===== src/design/fsq_pkg.sv =====
`default_nettype none

package fsq_pkg;

    // Fixed field widths
    localparam int unsigned SIZE_W   = 32;
    localparam int unsigned TAG_W    = 16;
    localparam int unsigned STATUS_W = 2;
    localparam int unsigned OCC_W    = 5;

    // Default queue depth
    localparam int unsigned DEPTH_DEFAULT = 16;

    // Operation codes
    localparam logic FUNC_ENQUEUE = 1'b0;
    localparam logic FUNC_DEQUEUE = 1'b1;

    // Scheduling policy codes
    localparam logic POLICY_FIFO   = 1'b0;
    localparam logic POLICY_SORTED = 1'b1;

    // Result status codes
    localparam logic [STATUS_W-1:0] STATUS_DONE  = 2'd0;
    localparam logic [STATUS_W-1:0] STATUS_FULL  = 2'd1;
    localparam logic [STATUS_W-1:0] STATUS_EMPTY = 2'd2;

    typedef struct packed {
        logic              func;
        logic [SIZE_W-1:0] req_size;
        logic [TAG_W-1:0]  request_tag;
    } req_item_t;

    typedef struct packed {
        logic [STATUS_W-1:0] status;
        logic [SIZE_W-1:0]   out_size;
        logic [TAG_W-1:0]    out_tag;
        logic [OCC_W-1:0]    occupancy;
    } resp_item_t;

    // Read address select
    typedef enum logic [1:0] {
        RD_HEAD,
        RD_SRC,
        RD_SRC_NEXT
    } rd_sel_t;

    // Write address and data select
    typedef enum logic [1:0] {
        WR_TAIL_NEW,
        WR_DST_NEW,
        WR_DST_SHIFT
    } wr_sel_t;

    typedef struct packed {
        logic    load_item;
        logic    rd_en;
        rd_sel_t rd_sel;
        logic    wr_en;
        wr_sel_t wr_sel;
        logic    k_dec;
        logic    finish;
    } dp_cmd_t;

    typedef struct packed {
        logic func_deq;
        logic full;
        logic empty;
        logic policy_sorted;
        logic size_gt;
        logic k_one;
    } dp_status_t;

endpackage

`default_nettype wire


===== src/design/fsq_datapath.sv =====
`default_nettype none

module fsq_datapath #(
    parameter int unsigned DEPTH = fsq_pkg::DEPTH_DEFAULT
) (
    input  wire                 aclk,
    input  wire                 aresetn,
    input  fsq_pkg::req_item_t  s_payload,
    input  wire                 cfg_we,
    input  wire                 cfg_data,
    input  fsq_pkg::dp_cmd_t    cmd,
    output fsq_pkg::dp_status_t status,
    output fsq_pkg::resp_item_t m_payload
);
    import fsq_pkg::*;

    localparam int unsigned PW = (DEPTH > 1) ? $clog2(DEPTH) : 1;
    localparam int unsigned CW = $clog2(DEPTH + 1);
    localparam int unsigned SW = CW + 1;

    typedef struct packed {
        logic [SIZE_W-1:0] size;
        logic [TAG_W-1:0]  tag;
    } mem_entry_t;

    // Fold a sum below twice the depth back into the index range
    function automatic logic [PW-1:0] wrap_idx(input logic [SW-1:0] v);
        logic [SW-1:0] r;
        r = (v >= SW'(DEPTH)) ? (v - SW'(DEPTH)) : v;
        return r[PW-1:0];
    endfunction

    function automatic logic [PW-1:0] inc_idx(input logic [PW-1:0] p);
        return (p == PW'(DEPTH - 1)) ? '0 : (p + 1'b1);
    endfunction

    mem_entry_t mem [DEPTH];

    logic [PW-1:0]     head_reg, head_next;
    logic [PW-1:0]     tail_reg, tail_next;
    logic [CW-1:0]     count_reg, count_next;
    logic              policy_reg;
    logic [CW-1:0]     k_reg;
    logic              item_func_reg;
    logic [SIZE_W-1:0] item_size_reg;
    logic [TAG_W-1:0]  item_tag_reg;
    mem_entry_t        rd_data_reg;
    resp_item_t        m_payload_reg, m_payload_next;

    logic [PW-1:0] src_idx, src_next_idx, dst_idx;
    logic [PW-1:0] raddr, waddr;
    mem_entry_t    wdata;
    logic [SW-1:0] head_ext, k_ext;

    // Scan positions relative to the head
    assign head_ext     = SW'(head_reg);
    assign k_ext        = SW'(k_reg);
    assign dst_idx      = wrap_idx(head_ext + k_ext);
    assign src_idx      = wrap_idx(head_ext + k_ext - SW'(1));
    assign src_next_idx = wrap_idx(head_ext + k_ext - SW'(2));

    // Select read address
    always_comb begin
        unique case (cmd.rd_sel)
            RD_HEAD:     raddr = head_reg;
            RD_SRC:      raddr = src_idx;
            RD_SRC_NEXT: raddr = src_next_idx;
            default:     raddr = head_reg;
        endcase
    end

    // Select write address and data
    always_comb begin
        unique case (cmd.wr_sel)
            WR_TAIL_NEW: begin
                waddr = tail_reg;
                wdata = '{size: item_size_reg, tag: item_tag_reg};
            end
            WR_DST_NEW: begin
                waddr = dst_idx;
                wdata = '{size: item_size_reg, tag: item_tag_reg};
            end
            WR_DST_SHIFT: begin
                waddr = dst_idx;
                wdata = rd_data_reg;
            end
            default: begin
                waddr = tail_reg;
                wdata = '{size: item_size_reg, tag: item_tag_reg};
            end
        endcase
    end

    // Entry store with registered read
    always_ff @(posedge aclk) begin
        if (cmd.wr_en) begin
            mem[waddr] <= wdata;
        end
        if (cmd.rd_en) begin
            rd_data_reg <= mem[raddr];
        end
    end

    // Status toward the controller
    assign status.func_deq      = (item_func_reg == FUNC_DEQUEUE);
    assign status.full          = (count_reg == CW'(DEPTH));
    assign status.empty         = (count_reg == '0);
    assign status.policy_sorted = (policy_reg == POLICY_SORTED);
    assign status.size_gt       = (rd_data_reg.size > item_size_reg);
    assign status.k_one         = (k_reg == CW'(1));

    // Retire the item: build the result and advance the pointers
    always_comb begin
        head_next      = head_reg;
        tail_next      = tail_reg;
        count_next     = count_reg;
        m_payload_next = m_payload_reg;
        if (cmd.finish) begin
            m_payload_next.out_size = '0;
            m_payload_next.out_tag  = '0;
            if (item_func_reg == FUNC_DEQUEUE) begin
                if (status.empty) begin
                    m_payload_next.status = STATUS_EMPTY;
                end else begin
                    m_payload_next.status   = STATUS_DONE;
                    m_payload_next.out_size = rd_data_reg.size;
                    m_payload_next.out_tag  = rd_data_reg.tag;
                    head_next               = inc_idx(head_reg);
                    count_next              = count_reg - 1'b1;
                end
            end else begin
                if (status.full) begin
                    m_payload_next.status = STATUS_FULL;
                end else begin
                    m_payload_next.status = STATUS_DONE;
                    tail_next             = inc_idx(tail_reg);
                    count_next            = count_reg + 1'b1;
                end
            end
            m_payload_next.occupancy = OCC_W'(count_next);
        end
    end

    // Control registers
    always_ff @(posedge aclk) begin
        if (!aresetn) begin
            head_reg   <= '0;
            tail_reg   <= '0;
            count_reg  <= '0;
            policy_reg <= POLICY_FIFO;
        end else begin
            head_reg  <= head_next;
            tail_reg  <= tail_next;
            count_reg <= count_next;
            if (cfg_we) begin
                policy_reg <= cfg_data;
            end
        end
    end

    // Item and result registers
    always_ff @(posedge aclk) begin
        if (cmd.load_item) begin
            item_func_reg <= s_payload.func;
            item_size_reg <= s_payload.req_size;
            item_tag_reg  <= s_payload.request_tag;
            k_reg         <= count_reg;
        end else if (cmd.k_dec) begin
            k_reg <= k_reg - 1'b1;
        end
        m_payload_reg <= m_payload_next;
    end

    assign m_payload = m_payload_reg;

    logic [PW-1:0] tail_chk;
    assign tail_chk = wrap_idx(head_ext + SW'(count_reg));

    a_count_bound: assert property (@(posedge aclk) disable iff (!aresetn)
        count_reg <= CW'(DEPTH))
        else $error("entry count above depth");

    a_tail_follows_head: assert property (@(posedge aclk) disable iff (!aresetn)
        tail_chk == tail_reg)
        else $error("tail pointer out of step with head and count");

    a_no_port_clash: assert property (@(posedge aclk) disable iff (!aresetn)
        (cmd.wr_en && cmd.rd_en) |-> (waddr != raddr))
        else $error("read and write at the same entry");

endmodule

`default_nettype wire


===== src/design/fsq_controller.sv =====
`default_nettype none

module fsq_controller (
    input  wire                 aclk,
    input  wire                 aresetn,
    input  wire                 s_valid,
    output logic                s_ready,
    output logic                m_valid,
    input  wire                 m_ready,
    input  fsq_pkg::dp_status_t status,
    output fsq_pkg::dp_cmd_t    cmd
);
    import fsq_pkg::*;

    typedef enum logic [2:0] {
        ST_IDLE,
        ST_DECODE,
        ST_SCAN,
        ST_PLACE,
        ST_RESP
    } state_t;

    state_t state_reg, state_next;
    logic   m_valid_reg, m_valid_next;

    // Accept only when the result slot is free or drains this cycle
    assign s_ready = (state_reg == ST_IDLE) && (!m_valid_reg || m_ready);
    assign m_valid = m_valid_reg;

    // Next state and datapath commands
    always_comb begin
        state_next   = state_reg;
        m_valid_next = m_valid_reg;
        cmd          = '{load_item: 1'b0, rd_en: 1'b0, rd_sel: RD_HEAD,
                         wr_en: 1'b0, wr_sel: WR_TAIL_NEW, k_dec: 1'b0,
                         finish: 1'b0};
        if (m_valid_reg && m_ready) begin
            m_valid_next = 1'b0;
        end
        unique case (state_reg)
            ST_IDLE: begin
                if (s_valid && s_ready) begin
                    cmd.load_item = 1'b1;
                    state_next    = ST_DECODE;
                end
            end
            ST_DECODE: begin
                priority if (status.func_deq) begin
                    // Fetch the head entry; rejected dequeue ignores it
                    cmd.rd_en  = 1'b1;
                    cmd.rd_sel = RD_HEAD;
                    state_next = ST_RESP;
                end else if (status.full) begin
                    state_next = ST_RESP;
                end else if (!status.policy_sorted) begin
                    cmd.wr_en  = 1'b1;
                    cmd.wr_sel = WR_TAIL_NEW;
                    state_next = ST_RESP;
                end else if (status.empty) begin
                    cmd.wr_en  = 1'b1;
                    cmd.wr_sel = WR_DST_NEW;
                    state_next = ST_RESP;
                end else begin
                    // Start the scan at the youngest entry
                    cmd.rd_en  = 1'b1;
                    cmd.rd_sel = RD_SRC;
                    state_next = ST_SCAN;
                end
            end
            ST_SCAN: begin
                if (status.size_gt) begin
                    // Shift the larger entry up one slot, read the next one down
                    cmd.wr_en  = 1'b1;
                    cmd.wr_sel = WR_DST_SHIFT;
                    cmd.k_dec  = 1'b1;
                    if (status.k_one) begin
                        state_next = ST_PLACE;
                    end else begin
                        cmd.rd_en  = 1'b1;
                        cmd.rd_sel = RD_SRC_NEXT;
                    end
                end else begin
                    cmd.wr_en  = 1'b1;
                    cmd.wr_sel = WR_DST_NEW;
                    state_next = ST_RESP;
                end
            end
            ST_PLACE: begin
                cmd.wr_en  = 1'b1;
                cmd.wr_sel = WR_DST_NEW;
                state_next = ST_RESP;
            end
            ST_RESP: begin
                cmd.finish   = 1'b1;
                m_valid_next = 1'b1;
                state_next   = ST_IDLE;
            end
            default: begin
                state_next = ST_IDLE;
            end
        endcase
    end

    always_ff @(posedge aclk) begin
        if (!aresetn) begin
            state_reg   <= ST_IDLE;
            m_valid_reg <= 1'b0;
        end else begin
            state_reg   <= state_next;
            m_valid_reg <= m_valid_next;
        end
    end

    a_result_from_resp: assert property (@(posedge aclk) disable iff (!aresetn)
        $rose(m_valid_reg) |-> $past(state_reg == ST_RESP))
        else $error("result raised outside the retire step");

    a_accept_slot_free: assert property (@(posedge aclk) disable iff (!aresetn)
        (s_valid && s_ready) |-> (!m_valid_reg || m_ready))
        else $error("transaction accepted while result slot is blocked");

    a_resp_slot_empty: assert property (@(posedge aclk) disable iff (!aresetn)
        (state_reg == ST_RESP) |-> !m_valid_reg)
        else $error("result overwritten before it was taken");

endmodule

`default_nettype wire


===== src/design/fifo_or_size_sorted_request_queue_core.sv =====
`default_nettype none

// Bounded request queue of DEPTH entries (file size and tag). An enqueue
// transaction appends at the tail when sched_policy is 0, or, when it is 1,
// inserts the entry after every held entry of equal or smaller size. A
// dequeue always removes the head entry. A full enqueue or an empty dequeue
// is rejected with a status code and leaves the queue unchanged. Each
// transaction gives exactly one result carrying the occupancy after it.
// One transaction is in work at a time. Dequeue, rejected operations,
// first-come enqueue and a sorted enqueue into an empty queue pass decode
// and retire steps; any other sorted enqueue adds one scan step for each
// of the n (1 to DEPTH-1) held entries it compares, plus a place step when
// every held entry is larger, since the insert scan reads and moves one
// entry per cycle through the store's one read and one write port. A new
// transaction is accepted once idle with the result slot free or draining.
// The user must write sched_policy only while the queue is idle; the block
// itself does not enforce it. cfg_ready is always high.

module fifo_or_size_sorted_request_queue_core #(
    parameter int unsigned DEPTH = fsq_pkg::DEPTH_DEFAULT
) (
    input  wire                 aclk,
    input  wire                 aresetn,
    input  wire                 s_valid,
    output logic                s_ready,
    input  fsq_pkg::req_item_t  s_payload,
    output logic                m_valid,
    input  wire                 m_ready,
    output fsq_pkg::resp_item_t m_payload,
    input  wire                 cfg_valid,
    output logic                cfg_ready,
    input  wire                 cfg_data
);
    import fsq_pkg::*;

    dp_cmd_t    cmd;
    dp_status_t status;

    assign cfg_ready = 1'b1;

    fsq_controller u_ctrl (
        .aclk    (aclk),
        .aresetn (aresetn),
        .s_valid (s_valid),
        .s_ready (s_ready),
        .m_valid (m_valid),
        .m_ready (m_ready),
        .status  (status),
        .cmd     (cmd)
    );

    fsq_datapath #(
        .DEPTH (DEPTH)
    ) u_dp (
        .aclk      (aclk),
        .aresetn   (aresetn),
        .s_payload (s_payload),
        .cfg_we    (cfg_valid && cfg_ready),
        .cfg_data  (cfg_data),
        .cmd       (cmd),
        .status    (status),
        .m_payload (m_payload)
    );

endmodule

`default_nettype wire


===== config.mk =====
export PLATFORM = sky130hd
export DESIGN_NAME = fifo_or_size_sorted_request_queue_core
export DESIGN_NICKNAME = d
export VERILOG_FILES = /design/src/design/fsq_pkg.sv /design/src/design/fsq_datapath.sv /design/src/design/fsq_controller.sv /design/src/design/fifo_or_size_sorted_request_queue_core.sv
export SDC_FILE = /design/constraint.sdc
export NUM_CORES = 1
export LEC_CHECK = 0
export BUFFER_PORTS_ARGS = -buffer_cell sky130_fd_sc_hd__buf_2
export CAP_MARGIN = 25
export CORE_MARGIN = 4
export CORE_UTILIZATION = 40
export CTS_CLUSTER_DIAMETER = 60
export DETAILED_ROUTE_END_ITERATION = 16
export PLACE_DENSITY_LB_ADDON = 0.05
export SETUP_SLACK_MARGIN = 0.05
export SYNTH_ARGS = -nofsm -noshare
export SYNTH_HDL_FRONTEND = slang
export SYNTH_SLANG_ARGS = --single-unit

===== constraint.sdc =====
create_clock -name aclk -period 15.47 [get_ports aclk]
set_input_delay 2.3205 -clock aclk [delete_from_list [all_inputs] [get_ports aclk]]
set_output_delay 2.3205 -clock aclk [all_outputs]
set_load 0.01 [all_outputs]

=== Word-level counts from Yosys, hierarchy flattened ===
Memory sizes are Yosys's and may differ from the RTL's. A register that Yosys moved wholly into a read port is not among the register bits.
Cells that the tools add are included.

* Memories: 1
* Memory bits (writable): 768
* Bits in read-only memories: 0
* Register bits: 127
* Bits in latches: 0

* Reduce and logical (&&, ||, !) cells: 14
* Bitwise operators: 3
* $add $sub $neg: 11
* Muxes and demuxes: 45
* $lt $le $gt $ge: 4
* Div/mod/pow operators: 0
* Equality and inequality tests: 14
* Shift operators: 0
* $mul: 0

{| class="wikitable"
|+ Memory list
! name !! depth !! width !! rd ports !! clocked after memory_dff !! wr ports !! RTL line !! source
|-
| u_dp.mem || 16 || 48 || 1 || 1 || 1 || fsq_datapath.sv:37 || <nowiki>mem_entry_t mem [DEPTH];</nowiki>
|}

{| class="wikitable"
|+ Operator list
! operator !! count
|-
| $mux 48 || 1
|-
| $mux 3 || 15
|-
| $gt 32x32->1 || 1
|-
| $mux 5 || 5
|-
| $mux 4 || 6
|-
| $ge 6x5->1 const B || 3
|-
| $pmux 3 s4 || 1
|-
| $sub 4x1->4 const B || 3
|-
| $mux 1 || 10
|-
| $sub 5x1->5 const B || 2
|-
| $pmux 3 s3 || 1
|-
| $add 4x1->4 const B || 2
|-
| $eq 4x4->1 const B || 2
|-
| $pmux 4 s2 || 1
|-
| $add 4x5->6 || 1
|-
| $eq 3x2->1 const B || 2
|-
| $mux 2 || 3
|-
| $mux 6 || 1
|-
| $pmux 3 s2 || 1
|-
| $reduce_and 3->1 || 2
|-
| $sub 6x1->6 const B || 1
|-
| $sub 6x2->6 const B || 1
|-
| $add 5x1->5 const B || 1
|-
| $eq 5x1->1 const B || 1
|-
| other kinds (16) || 24
|}

=== Logic depth before layout (Yosys ltp) ===
Gate-level depths: netlist of run 1.

* Depth after elaboration: 9
* Depth in mapped cells: 17

=== Cells and area by module ===
From an unflattened synthesis of run 1, not the netlist that was laid out.

* Cells, all modules: 2233
* Area, all modules: 39057.5 um^2

{| class="wikitable"
|+ Modules (own cells, without submodules)
! module !! area each (um^2) !! instances !! sequential area each (um^2) !! cells an instance
|-
| fsq_datapath || 38708.4 || 1 || 28056.9 || 2189
|-
| fsq_controller || 337.8 || 1 || 80.1 || 42
|-
| fifo_or_size_sorted_request_queue_core || 11.3 || 1 || 0.0 || 2
|}

=== Least setup slack after synthesis of run 1 ===
OpenSTA, ideal clock, no wires.

* Kind: register to register
* Start: reg u_dp.rd_data_reg[47] (netlist name)
* End: mem u_dp.mem[12][0] (netlist name) (enable)
* Setup slack: 9.808 ns
* Path buffers: 1
* Library setup time: 0.454 ns
* Data required time: 15.016 ns
* Arrival: 5.209 ns
* Stages on the path, launching flop included: 13
* Clock period less this slack: 5.662 ns
* Path through: edfxtp_1 -> ha_1 -> nand4_1 -> nor4_1 -> a31oi_1 -> and3_1 -> a22oi_1 -> inv_1 -> ha_1 -> clkbuf_1 -> mux2_2 -> or2_2 -> nor2_1

* Longest elaborated chain between the ends: 6

{| class="wikitable"
|+ Ends and longest elaborated chain
! what !! RTL line !! source
|-
| $gt 32x32->1 * || fsq_datapath.sv:109 || <nowiki>assign status.size_gt = (rd_data_reg.size > item_size_reg);</nowiki>
|-
| $mux 2 * || fsq_controller.sv:71 || <nowiki>if (status.size_gt) begin</nowiki>
|-
| $pmux 3 s3 * || fsq_controller.sv:40 || <nowiki>unique case (state_reg)</nowiki>
|-
| $eq 2x1->1 or $eq 2x2->1 (tied branches) || fsq_datapath.sv:74 || <nowiki>unique case (cmd.wr_sel)</nowiki>
|-
| $reduce_or 2->1 (no line) * || -- ||
|-
| $mux 4 * || fsq_datapath.sv:74 ||
|-
| end: declaration || fsq_datapath.sv:37 ||
|}

Every way passes the cells marked *; elsewhere a longest branch is shown, timed or not.

=== Worst setup path in the final report of run 1 ===
* Start: reg u_dp.rd_data_reg[31] (netlist name)
* End: reg u_dp.rd_data_reg[25] (netlist name)

* Longest elaborated chain between the ends: 5

{| class="wikitable"
|+ Ends and longest elaborated chain
! what !! RTL line !! source
|-
| $gt 32x32->1 * || fsq_datapath.sv:109 ||
|-
| $mux 3 * || fsq_controller.sv:71 ||
|-
| $pmux 3 s2 * || fsq_controller.sv:40 ||
|-
| $eq 2x2->1 or $eq 2x1->1 (tied branches) || fsq_datapath.sv:64 || <nowiki>unique case (cmd.rd_sel)</nowiki>
|-
| $pmux 4 s2 || fsq_datapath.sv:64 ||
|}

Marks and branches as above.
A chain may end at the register's enable or synchronous reset.

==> results of run 1 <==
## through the flow
stage	setup WS [ns]	util, %	instance area [um^2]	power, mW
after global routing	8.03	46.7	43700	5.71
after global placement	8.44	42.9	40200	3.07
after detailed placement	8.44	43.0	40200	3.07
after floorplan	9.81	-	37900	3.00
after CTS	8.44	46.7	43700	5.59
final	8.44	46.7	43700	5.52
## report_power, final
part           switching, mW  internal (mW)
Combinational          0.107         0.0494
Clock                   1.05           1.46
Sequential            0.0144           2.85
Total                   1.17           4.35
## path summary, 6_finish.rpt
| kind | slack [ns] | end | startpoint |
|---|---|---|---|
| max | 8.44 | u_dp.rd_data_reg[25]$_DFFE_PP_ | u_dp.rd_data_reg[31]$_DFFE_PP_ |
| min | 0.53 | u_dp.tail_reg[3]$_SDFFE_PN0P_ | u_dp.tail_reg[3]$_SDFFE_PN0P_ |
| max reg2reg | 8.44 | u_dp.rd_data_reg[25]$_DFFE_PP_ | u_dp.rd_data_reg[31]$_DFFE_PP_ |
| min reg2reg | 0.53 | u_dp.tail_reg[3]$_SDFFE_PN0P_ | u_dp.tail_reg[3]$_SDFFE_PN0P_ |
## critical path, stage by stage (launching register included)
cell and delay, ns:
edfxtp_1 0.41, ha_1 0.33, nand4_1 0.23, nor4_1 0.87
o21ai_0 0.23, o2111ai_1 0.31, a22oi_1 0.42, or2_2 0.42
ha_1 0.59, nor2_1 0.16, a21oi_4 0.16, buf_12 0.50
buf_4 0.73, mux4_2 0.60, nand4_1 0.11, nand4_1 0.19
## cell families after synthesis
family | Yosys count | share of synthesized area (%)
flops | 943 | 74.3
simple gates | 357 | 5.31
mux | 219 | 12.2
compound gates | 209 | 4.26
buf+inv | 179 | 2.02
fa+ha+maj | 49 | 1.64
xor+xnor | 12 | 0.278
other cells | 1 | 0.00990
## routing by layer
metal / share of wire, % / vias up / track usage, %
li1: - / 8480 / -
met4: 2.5 / 0 / 5.70
met5: 0 / - / 0
met1: 45 / 10500 / 29.1
met2: 48 / 514 / 33.3
met3: 4.6 / 149 / 3.32
## final cells by class
class                   count  area [um^2]  share of cell area, %
repair buffers            188         1180                   2.69
diodes                      2         5.00                 0.0114
multi-input cells         847         9200                   21.0
clock buffers             119         2680                   6.13
clock inverters            76          788                   1.80
well taps                1254         1570                   3.59
inverters                  46          174                  0.398
flip-flops and latches    943        28100                   64.3
## layout by cell type (no fill, tap or decap), drive strengths merged, types with 7 or more instances in the layout
master    instances
a21o             10
a21oi            25
and2             54
buf             188
bufinv           12
clkbuf          119
clkinv           48
clkinvlp          7
dfxtp            18
edfxtp          925
ha               48
inv              55
mux2             18
mux2i             9
mux4            192
nand2            61
nand3             8
nand4           150
nor2             33
nor2b            13
nor3              7
o211ai           99
o21ai            45
xnor2             7
==> qor.txt, run 1 <==
Status -> complete, no violations
Final total negative setup slack -> 0 ns
Top cells by instance count after synthesis -> 925 x edfxtp_1, 192 x mux4_2, 150 x nand4_1, 76 x clkbuf_1, 61 x nand2_1
Cell count of the worst reg-to-reg path -> 15
Number of antenna-violating nets in the routed design -> 0
Number of flip-flops in the largest register -> 768
Congestion Overflow GR -> 0
Port bufs -> 111
Number of detailed-route iterations in the first pass -> 5
Number of antenna violations at the first check in global routing -> 4
Cell accounting for the most synthesized area -> edfxtp_1
F_max -> 142 MHz
Area share of the largest cell type after synthesis -> 73.3%
Violation count after the first detailed-route iteration -> 1631
Area contributors post-synth -> edfxtp_1 73%, mux4_2 11%, nand4_1 2.5%, ha_1 1.6%, o211ai_2 1.3%
Global-route wire length before repair -> 146000 um
RSZ-0062 raised after global routing -> false
Actual transition at the worst max-transition pin -> 1.32 ns
Min Hold Slack -> 0.528 ns
Initial cell density of the core -> 40.5%
Overall routed net length -> 102000 um
Remaining routing DRC violations -> 0
Count of pins on the block boundary -> 113
Post-CTS repair timing setup buffer count -> 0
CP arrival -> 7.42 ns
Post-synthesis instance area -> 37900 um^2
Worst slew slack as a fraction of its limit -> 12.1%
Final worst-path cycle share -> 45.5%
Power Dens Cells -> 126 nW/um^2
Share of post-route cells with drive strength above 1 -> 28.3%
Number of instances in the synthesized netlist -> 1969
Max Cap Viol -> 0
Detailed-route via count -> 19700
Pin count of the biggest net entering global routing -> 111
Die Y-Extent -> 316 um
Total count of max-transition violations in the final report -> 0
Total number of clock tree sinks -> 943
Cell depth of the worst min-delay path -> 2
Main flop type after synthesis -> edfxtp_1
Clock insertion delay at the later pin of the skew report -> 0.69 ns
Maximum clock path buffer count -> 3
Peak supply drop -> 86.2 uV
Core box area -> 93600 um^2
Placed Cells -> 3276
Number of buffers added to fix hold violations after cts -> 0
Most common cell in the netlist -> edfxtp_1
Category of the most critical setup path -> flip-flop to flip-flop
CTS H-tree depth -> 3
Num rows -> 112
Fraction of registers with async set/reset -> 0%
Final estimated routing congestion in global placement -> 0.745
Worst Setup Start Kind -> flip-flop
Number of distinct library cells after synthesis -> 58
Fillcell total -> 8003
Average wire length per cell after detail routing -> 29.2 um
Final hold violation count -> 0
Clk_skew -> 0.0286 ns
Syn_area_per_cell -> 19.2 um^2
Sequential-to-total area share from yosys stat -> 74.3%
Routed via count divided by cell count -> 5.66
Final net count -> 2235
CTS tree -> done
CTS clk-pin slew, worst paths -> 0.06 ns
CTS Buf Count -> 105
Final count of negative-setup-slack endpoints -> 0
Overall fraction of global-route tracks in use -> 20.5%
Die boundary width -> 316 um
Leakage Power -> 14.1 nW
HPWL after DPL -> 52100 um
Net count after synthesis -> 2073
Yosys Warn Count -> 0
Die area -> 99700 um^2
Hold WC Path Type -> flip-flop to flip-flop
Non-filler cells, final -> 3475
Number of gates given a new drive strength after cts -> 0
Number of global-route vias before repair -> 20500
Post-synth EDFFs -> 925
Area Growth Syn to Fin -> 15.5%
Post-route minimum period -> 7.03 ns
CP max FO -> 110
Clock root cell -> clkbuf_16
Worst endpoint required time -> 15.86 ns
Synthesis-stage register bit count -> 943
Sort of element at the end of the critical path -> flip-flop
Note: power is estimated with default switching activity, not from simulation.
==> run 2: changes to the inputs <==
ABC_AREA = 1   (was unset)
clock period = 6.9 ns   (was 15.47 ns; I/O delays follow)
==> qor.txt, run 2 <==
Peak supply drop -> 190 uV (+120%)
Final net count -> 3442 (+54%)
Core box area -> 97300 um^2 (+3.9%)
Total number of clock tree sinks -> 943 (unchanged)
Detailed-route via count -> 24200 (+23%)
Die Y-Extent -> 322 um (+2.0%)
Antenna fix cells -> 0 (-2)
Met2 Usage GRT -> 32.1% (-1.2 points)
CTS H-tree depth -> 3 (unchanged)
Worst Setup Start Kind -> flip-flop
Post-route minimum period -> 5.34 ns (-1.69 ns)
Total power draw -> 14.0 mW (+150%)
Fraction of registers with async set/reset -> 0% (unchanged)
Worst endpoint required time -> 7.38 ns (-8.48 ns)
Number of buffers added to fix hold violations after cts -> 0 (unchanged)
Yosys Warn Count -> 0 (unchanged)
Final worst-path cycle share -> 77.4% (+32 points)
Pin count of the biggest net entering global routing -> 193 (+74%)
Number of detailed-route iterations in the first pass -> 5 (unchanged)
Max Cap Viol -> 0 (unchanged)
Hold WC Path Type -> flip-flop to flip-flop
Number of distinct library cells after synthesis -> 31 (-47%)
Leakage Power -> 16.4 nW (+16%)
Syn_area_per_cell -> 12.3 um^2 (-36%)
CTS Buf Count -> 112 (+6.7%)
Cell class contributing the biggest share of worst-path delay -> simple AND/OR/NAND/NOR gates
Number of flip-flops in the largest register -> 768 (unchanged)
Post-synthesis instance area -> 39500 um^2 (+4.2%)
Critical Path Max Stage Delay -> 0.82 ns (-0.05 ns)
RSZ-0062 raised after global routing -> false
Non-filler cells, final -> 4707 (+35%)
Overall fraction of global-route tracks in use -> 19.7% (-0.83 points)
CTS clk-pin slew, worst paths -> 0.06 ns (about the same)
CP arrival -> 5.82 ns (-1.60 ns)
Count of buffering cells on the critical path with inverters included -> 3 (+1)
Post-CTS repair timing setup buffer count -> 0 (unchanged)
Area contributors post-synth -> edfxtp_1 70%, o211ai_1 7.3%, nand2_1 5.3%, inv_1 4.9%, nand3_1 2.7%
Timing startpoint of the critical path -> u_dp.rd_data_reg[21]$_DFFE_PP_
Main flop type after synthesis -> edfxtp_1
Synthesis-stage register bit count -> 943 (unchanged)
Placed Cells -> 4494 (+37%)
Top library cells by usage in the layout, fill and taps aside -> 925 x edfxtp_1, 553 x nand2_1, 515 x inv_1
Share of post-route cells with drive strength above 1 -> 11.5% (-17 points)
Hold path startpoint -> u_ctrl.m_valid$_SDFFE_PN0P_
Total count of max-transition violations in the final report -> 0 (unchanged)
Cell depth of the worst min-delay path -> 2 (unchanged)
CP most frequent cell -> nand2_1
Final estimated routing congestion in global placement -> 0.738 (-1.0%)
Remaining routing DRC violations -> 0 (unchanged)
Most common cell in the netlist -> edfxtp_1
Sort of element at the end of the critical path -> flip-flop
Number of antenna-violating nets in the routed design -> 0 (unchanged)
Port bufs -> 111 (unchanged)
CP max FO -> 192 (+75%)
Area share of the largest cell type after synthesis -> 70.4% (-3.0 points)
Final count of negative-setup-slack endpoints -> 0 (unchanged)
Initial cell density of the core -> 40.6% (+0.12 points)
Congestion Overflow GR -> 0 (unchanged)
M3 GR Usage -> 2.87% (-0.46 points)
Violation count after the first detailed-route iteration -> 1864 (+14%)
Power Dens Cells -> 306 nW/um^2 (+140%)
Cell count of the worst reg-to-reg path -> 20 (+5)
Average wire length per cell after detail routing -> 21.8 um (-26%)
Num rows -> 114 (+1.8%)
Clk_skew -> 0.0218 ns (-0.00677 ns)
Category of the most critical setup path -> flip-flop to flip-flop
Global route hottest layer -> met2
Post-synth EDFFs -> 925 (unchanged)
Clock root cell -> clkbuf_16
Net count after synthesis -> 3301 (+59%)
Overall routed net length -> 102000 um (+0.83%)
Number of antenna violations at the first check in global routing -> 5 (+1)
Worst flop-to-flop path startpoint -> u_dp.rd_data_reg[21]$_DFFE_PP_
Cell accounting for the most synthesized area -> edfxtp_1
Endpoint of the most critical register-to-register path -> u_dp.rd_data_reg[42]$_DFFE_PP_
Number of instances in the synthesized netlist -> 3197 (+62%)
CTS tree -> done
Die boundary width -> 322 um (+2.0%)
Top cells by instance count after synthesis -> 925 x edfxtp_1, 557 x nand2_1, 517 x inv_1, 386 x o211ai_1, 216 x nand3_1
Count of pins on the block boundary -> 113 (unchanged)
Worst slew slack as a fraction of its limit -> 22.0% (+10 points)
Sequential-to-total area share from yosys stat -> 71.3% (-3.0 points)
Die area -> 104000 um^2 (+4.1%)
F_max -> 187 MHz (+32%)
Status -> complete, no violations
Final total negative setup slack -> 0 ns (unchanged)
GRT met1 Usage -> 28.1% (-0.96 points)
Final hold violation count -> 0 (unchanged)
Area after DPL -> 42000 um^2 (+4.4%)
Global-route wire length before repair -> 153000 um (+4.4%)
Fillcell total -> 8757 (+9.4%)
Area Growth Syn to Fin -> 15.9%
Clock insertion delay at the later pin of the skew report -> 0.68 ns (about the same)
Critical-path cell list -> ha_1, nand2_1, nor2_1, nand2_1, nand2_1, nand2_1, nand2_1, nand2_1, nand2_1, nand2_1, nor2_1, inv_1, ha_1, inv_1, o21ai_4, buf_12, o211ai_1, nand3b_1, nand3_1, nand2_1
Number of gates given a new drive strength after cts -> 0 (unchanged)
Number of global-route vias before repair -> 23500 (+15%)
Most common cell after layout, fill and taps aside -> edfxtp_1
Register-to-Register Setup Slack -> 1.56 ns (-6.88 ns)
Total non-filler cell area in the finished layout -> 45800 um^2 (+4.6%)
Maximum clock path buffer count -> 3 (unchanged)
End point of the worst hold path -> u_ctrl.m_valid$_SDFFE_PN0P_
Routed via count divided by cell count -> 5.13 (-9.4%)
Actual transition at the worst max-transition pin -> 1.17 ns (-0.150 ns)
Slowest cell on the critical path -> buf_12
HPWL after DPL -> 51500 um (-1.1%)
## run 2: cell types whose count changed after synthesis, sizes merged, moves of 13 or more
cell and delta:
nor2b -13, nand2 +496, mux4 -192, clkbuf +32, o211ai +287, inv +471
and2 -54, mux2 -18, nand3 +208, nor2 +81, nand4 -146, nand3b +92
o21ai +16, a21oi +23
## run 2: kinds of logic after synthesis
| kind of cell | count (synthesis) | share of synthesized area (%) |
|---|---|---|
| other | 1 | 0.00950 |
| adder cells (fa/ha/maj) | 49 | 1.57 |
| XOR/XNOR | 13 | 0.326 |
| AO/OA/AOI/OAI | 503 | 8.86 |
| AND/OR/NAND/NOR | 993 | 11.1 |
| flip-flops | 943 | 71.3 |
| buffers and inverters | 695 | 6.87 |
## run 2: power breakdown
| group | internal [mW] | switching (mW) | total [mW] |
|---|---|---|---|
| Sequential | 6.68 | 0.0793 | 6.76 |
| Combinational | 0.375 | 0.946 | 1.32 |
| Clock | 3.61 | 2.33 | 5.94 |
| Total | 10.7 | 3.36 | 14.0 |
## run 2: routing by layer
metal	up-vias	part of all wire, %
met5	-	0
met2	530	46
li1	11600	-
met1	11900	47
met4	0	2.1
met3	147	4.7
## run 2: area by class of cell
class	instances	area, um^2	area share (%)
clock buffer	141	2980	6.50
clock inverter	66	744	1.63
inverter	518	1950	4.26
multi-input combinational	1559	8820	19.3
sequential	943	28100	61.5
tap	1276	1600	3.49
timing repair buffer	204	1540	3.36
## run 2: how the worst max path moves through the flow
| stage | end | slack [ns] | cells past startpoint |
|---|---|---|---|
| floorplan | u_dp.head_reg[3]$_SDFFE_PN0P_ | 1.27 | 7 |
| global placement | u_dp.rd_data_reg[42]$_DFFE_PP_ | 1.28 | 20 |
| detailed placement | u_dp.rd_data_reg[45]$_DFFE_PP_ | 1.67 | 20 |
| CTS | u_dp.rd_data_reg[45]$_DFFE_PP_ | 1.64 | 20 |
| global route | u_dp.rd_data_reg[42]$_DFFE_PP_ | 1.16 | 20 |
| finish | u_dp.rd_data_reg[42]$_DFFE_PP_ | 1.56 | 20 |
## run 2: per-stage QoR
| stage | hold slack (ns) | setup WS (ns) | util, % |
|---|---|---|---|
| 2_1_floorplan | 0.459 | 1.27 | - |
| 3_3_place_gp | 0.467 | 1.28 | 43.1 |
| 3_5_place_dp | 0.477 | 1.67 | 43.2 |
| 4_1_cts | 0.472 | 1.64 | 47.0 |
| 5_1_grt | 0.483 | 1.16 | 47.0 |
| 6_report | 0.479 | 1.56 | 47.0 |
## run 2: worst reg2reg max path, stage by stage (launching register included)
cell and delay [ns]:
edfxtp_1 0.50, ha_1 0.35, nand2_1 0.05, nor2_1 0.62
nand2_1 0.12, nand2_1 0.20, nand2_1 0.07, nand2_1 0.22
nand2_1 0.10, nand2_1 0.14, nand2_1 0.09, nor2_1 0.14
inv_1 0.12, ha_1 0.37, inv_1 0.17, o21ai_4 0.26
buf_12 0.82, o211ai_1 0.35, nand3b_1 0.15, nand3_1 0.11
nand2_1 0.21
==> run 3: changes to the inputs <==
clock period = 4.28 ns   (was 6.9 ns; I/O delays follow)
==> qor.txt, run 3 (synthesis gave the netlist of run 2 again) <==
Status -> finished with violations
Violations in the final reports -> setup timing
Critical Path Max Stage Delay -> 0.50 ns (-0.32 ns)
Peak supply drop -> 368 uV (+94%)
End point of the worst hold path -> u_dp.item_tag_reg[9]$_DFFE_PP_
Cell count of the worst reg-to-reg path -> 20 (unchanged)
Number of antenna violations at the first check in global routing -> 1 (-4)
Pre-CTS worst setup slack -> -0.868 ns (-2.54 ns)
Sequential share of power -> 47.7% (-0.5 points)
Pin count of the biggest net entering global routing -> 56 (-71%)
Sw power -> 5.62 mW (+68%)
Overall routed net length -> 119000 um (+16%)
Total count of max-transition violations in the final report -> 0 (unchanged)
Fillcell total -> 8352 (-4.6%)
Total power draw -> 22.9 mW (+63%)
Count of pins on the block boundary -> 113 (unchanged)
Final total negative setup slack -> -149.23 ns (-149.23 ns)
Port bufs -> 111 (unchanged)
Number of antenna-violating nets in the routed design -> 0 (unchanged)
Power Dens Cells -> 447 nW/um^2 (+46%)
Final worst-path cycle share -> 107% (+30 points)
Hold path startpoint -> s_payload[9]
F_max -> 218 MHz (+16%)
Category of the most critical setup path -> flip-flop to flip-flop
Clock insertion delay at the later pin of the skew report -> 0.70 ns (+0.02 ns)
RSZ-0062 raised after global routing -> true
CP most frequent cell -> nor2_4
Number of flip-flops in the largest register -> 768 (unchanged)
Detailed-route via count -> 26000 (+7.8%)
Area after DPL -> 44200 um^2 (+5.3%)
CTS tree -> done
Internal power -> 17.3 mW (+62%)
Share of post-route cells with drive strength above 1 -> 20.1% (+8.5 points)
Setup slack of the critical path after layout -> -0.312 ns (-1.87 ns)
Antenna fix cells -> 0 (unchanged)
Average wire length per cell after detail routing -> 23.7 um (+8.7%)
Count of buffering cells on the critical path with inverters included -> 7 (+4)
Register-to-Register Setup Slack -> -0.31 ns (-1.87 ns)
Violation count after the first detailed-route iteration -> 2181 (+17%)
Fraction of the core area covered by cells at the end of the flow -> 52.7% (+5.6 points)
Final net count -> 3760 (+9.2%)
Non-filler cells, final -> 5025 (+6.8%)
Maximum clock path buffer count -> 3 (unchanged)
Global-route wire length before repair -> 168000 um (+9.9%)
HPWL after DPL -> 62900 um (+22%)
Post-route minimum period -> 4.59 ns (-0.748 ns)
Die boundary width -> 322 um (unchanged)
Congestion Overflow GR -> 0 (unchanged)
Min Hold Slack -> 0.118 ns (-0.361 ns)
Final estimated routing congestion in global placement -> 0.766 (+3.8%)
Core box area -> 97300 um^2 (unchanged)
Num rows -> 114 (unchanged)
Clock root cell -> clkbuf_16
Worst endpoint required time -> 4.68 ns (-2.70 ns)
Final count of negative-setup-slack endpoints -> 831 (+831)
Clk_skew -> 0.0325 ns (+0.0107 ns)
Endpoint of the most critical register-to-register path -> u_dp.mem[8][14]$_DFFE_PP_
Number of global-route vias before repair -> 25300 (+7.4%)
Total number of clock tree sinks -> 943 (unchanged)
Initial cell density of the core -> 40.6% (unchanged)
Cell depth of the worst min-delay path -> 1 (-1)
Critical-path cell list -> ha_4, nand2_4, nor2_4, nand4_1, nor2_4, nand4_1, buf_4, buf_4, nand3_2, a22oi_2, ha_4, inv_2, or2_4, o21ai_4, nand3_2, buf_6, nor2_4, buf_8, buf_12, buf_12
Sw frac -> 24.6% (+0.64 points)
Hold WC Path Type -> input port to flip-flop
Total non-filler cell area in the finished layout -> 51200 um^2 (+12%)
CTS clk-pin slew, worst paths -> 0.06 ns (about the same)
Remaining routing DRC violations -> 0 (unchanged)
Worst flop-to-flop path startpoint -> u_dp.rd_data_reg[39]$_DFFE_PP_
Top library cells by usage in the layout, fill and taps aside -> 925 x edfxtp_1, 544 x nand2_1, 510 x inv_1
Slowest cell on the critical path -> edfxtp_1
Max Cap Viol -> 0 (unchanged)
Overall fraction of global-route tracks in use -> 22.2% (+2.4 points)
Final hold violation count -> 0 (unchanged)
CP arrival -> 4.99 ns (-0.83 ns)
Die Y-Extent -> 322 um (unchanged)
Comb power frac -> 11.7% (+2.3 points)
CTS H-tree depth -> 3 (unchanged)
Worst slew slack as a fraction of its limit -> 27.6% (+5.6 points)
Routed via count divided by cell count -> 5.18 (+1.0%)
CP max FO -> 6 (-97%)
Most common cell after layout, fill and taps aside -> edfxtp_1
Sort of element at the end of the critical path -> flip-flop
Clock power frac -> 40.7% (-1.7 points)
Number of buffers added to fix hold violations after cts -> 0 (unchanged)
Placed Cells -> 4673 (+4.0%)
Area Growth Syn to Fin -> 29.8%
Cell class contributing the biggest share of worst-path delay -> simple AND/OR/NAND/NOR gates
Number of detailed-route iterations in the first pass -> 5 (unchanged)
Die area -> 104000 um^2 (unchanged)
Worst Setup Start Kind -> flip-flop
Actual transition at the worst max-transition pin -> 1.09 ns (-0.0835 ns)
CTS Buf Count -> 111 (-0.89%)
Leakage Power -> 18.8 nW (+15%)
## run 3: worst max path at each step
stage	cells after the start	startpoint	to	slack [ns]
after floorplan	14	u_dp.rd_data_reg[47]$_DFFE_PP_	u_dp.mem[10][0]$_DFFE_PP_	-0.58
after global placement	17	u_dp.rd_data_reg[39]$_DFFE_PP_	u_dp.mem[0][12]$_DFFE_PP_	-1.04
after detailed placement	22	u_dp.rd_data_reg[39]$_DFFE_PP_	u_dp.rd_data_reg[23]$_DFFE_PP_	-0.87
after CTS	24	u_dp.rd_data_reg[39]$_DFFE_PP_	u_dp.rd_data_reg[17]$_DFFE_PP_	-0.30
after global routing	24	u_dp.rd_data_reg[39]$_DFFE_PP_	u_dp.rd_data_reg[13]$_DFFE_PP_	-0.51
final	20	u_dp.rd_data_reg[39]$_DFFE_PP_	u_dp.mem[8][14]$_DFFE_PP_	-0.31
## run 3: routing by layer
layer | up-vias | global-route usage, % | part of all wire (%)
met5 | - | 0 | 0
met4 | 0 | 6.90 | 3.1
met3 | 184 | 3.83 | 5.7
met2 | 734 | 36.3 | 47
met1 | 12900 | 30.4 | 44
li1 | 12200 | - | -
## run 3: power groups by stage
stage	clock network, mW	registers [mW]	logic, mW
after detailed placement	0	11.1	2.35
after CTS	9.50	10.9	2.59
after floorplan	0	11.1	1.25
final	9.30	10.9	2.67
after global routing	9.95	10.9	2.94
after global placement	0	11.1	2.31
## run 3: final cells by class
cell class              count  area [um^2]  area share (%)
clock inverters            76          726            1.42
flip-flops and latches    943        28100            54.9
inverters                 518         1950            3.81
multi-input cells        1559         9010            17.6
repair buffers            523         6920            13.5
clock buffers             130         2890            5.64
well taps                1276         1600            3.12
## run 3: timing repair
item	in CTS	in global routing
cloned	44	30
resized for setup	133	84
hold endpoints to repair	0	0
setup endpoints to repair	1140	862
pin swaps	38	96
setup buffers	47	26
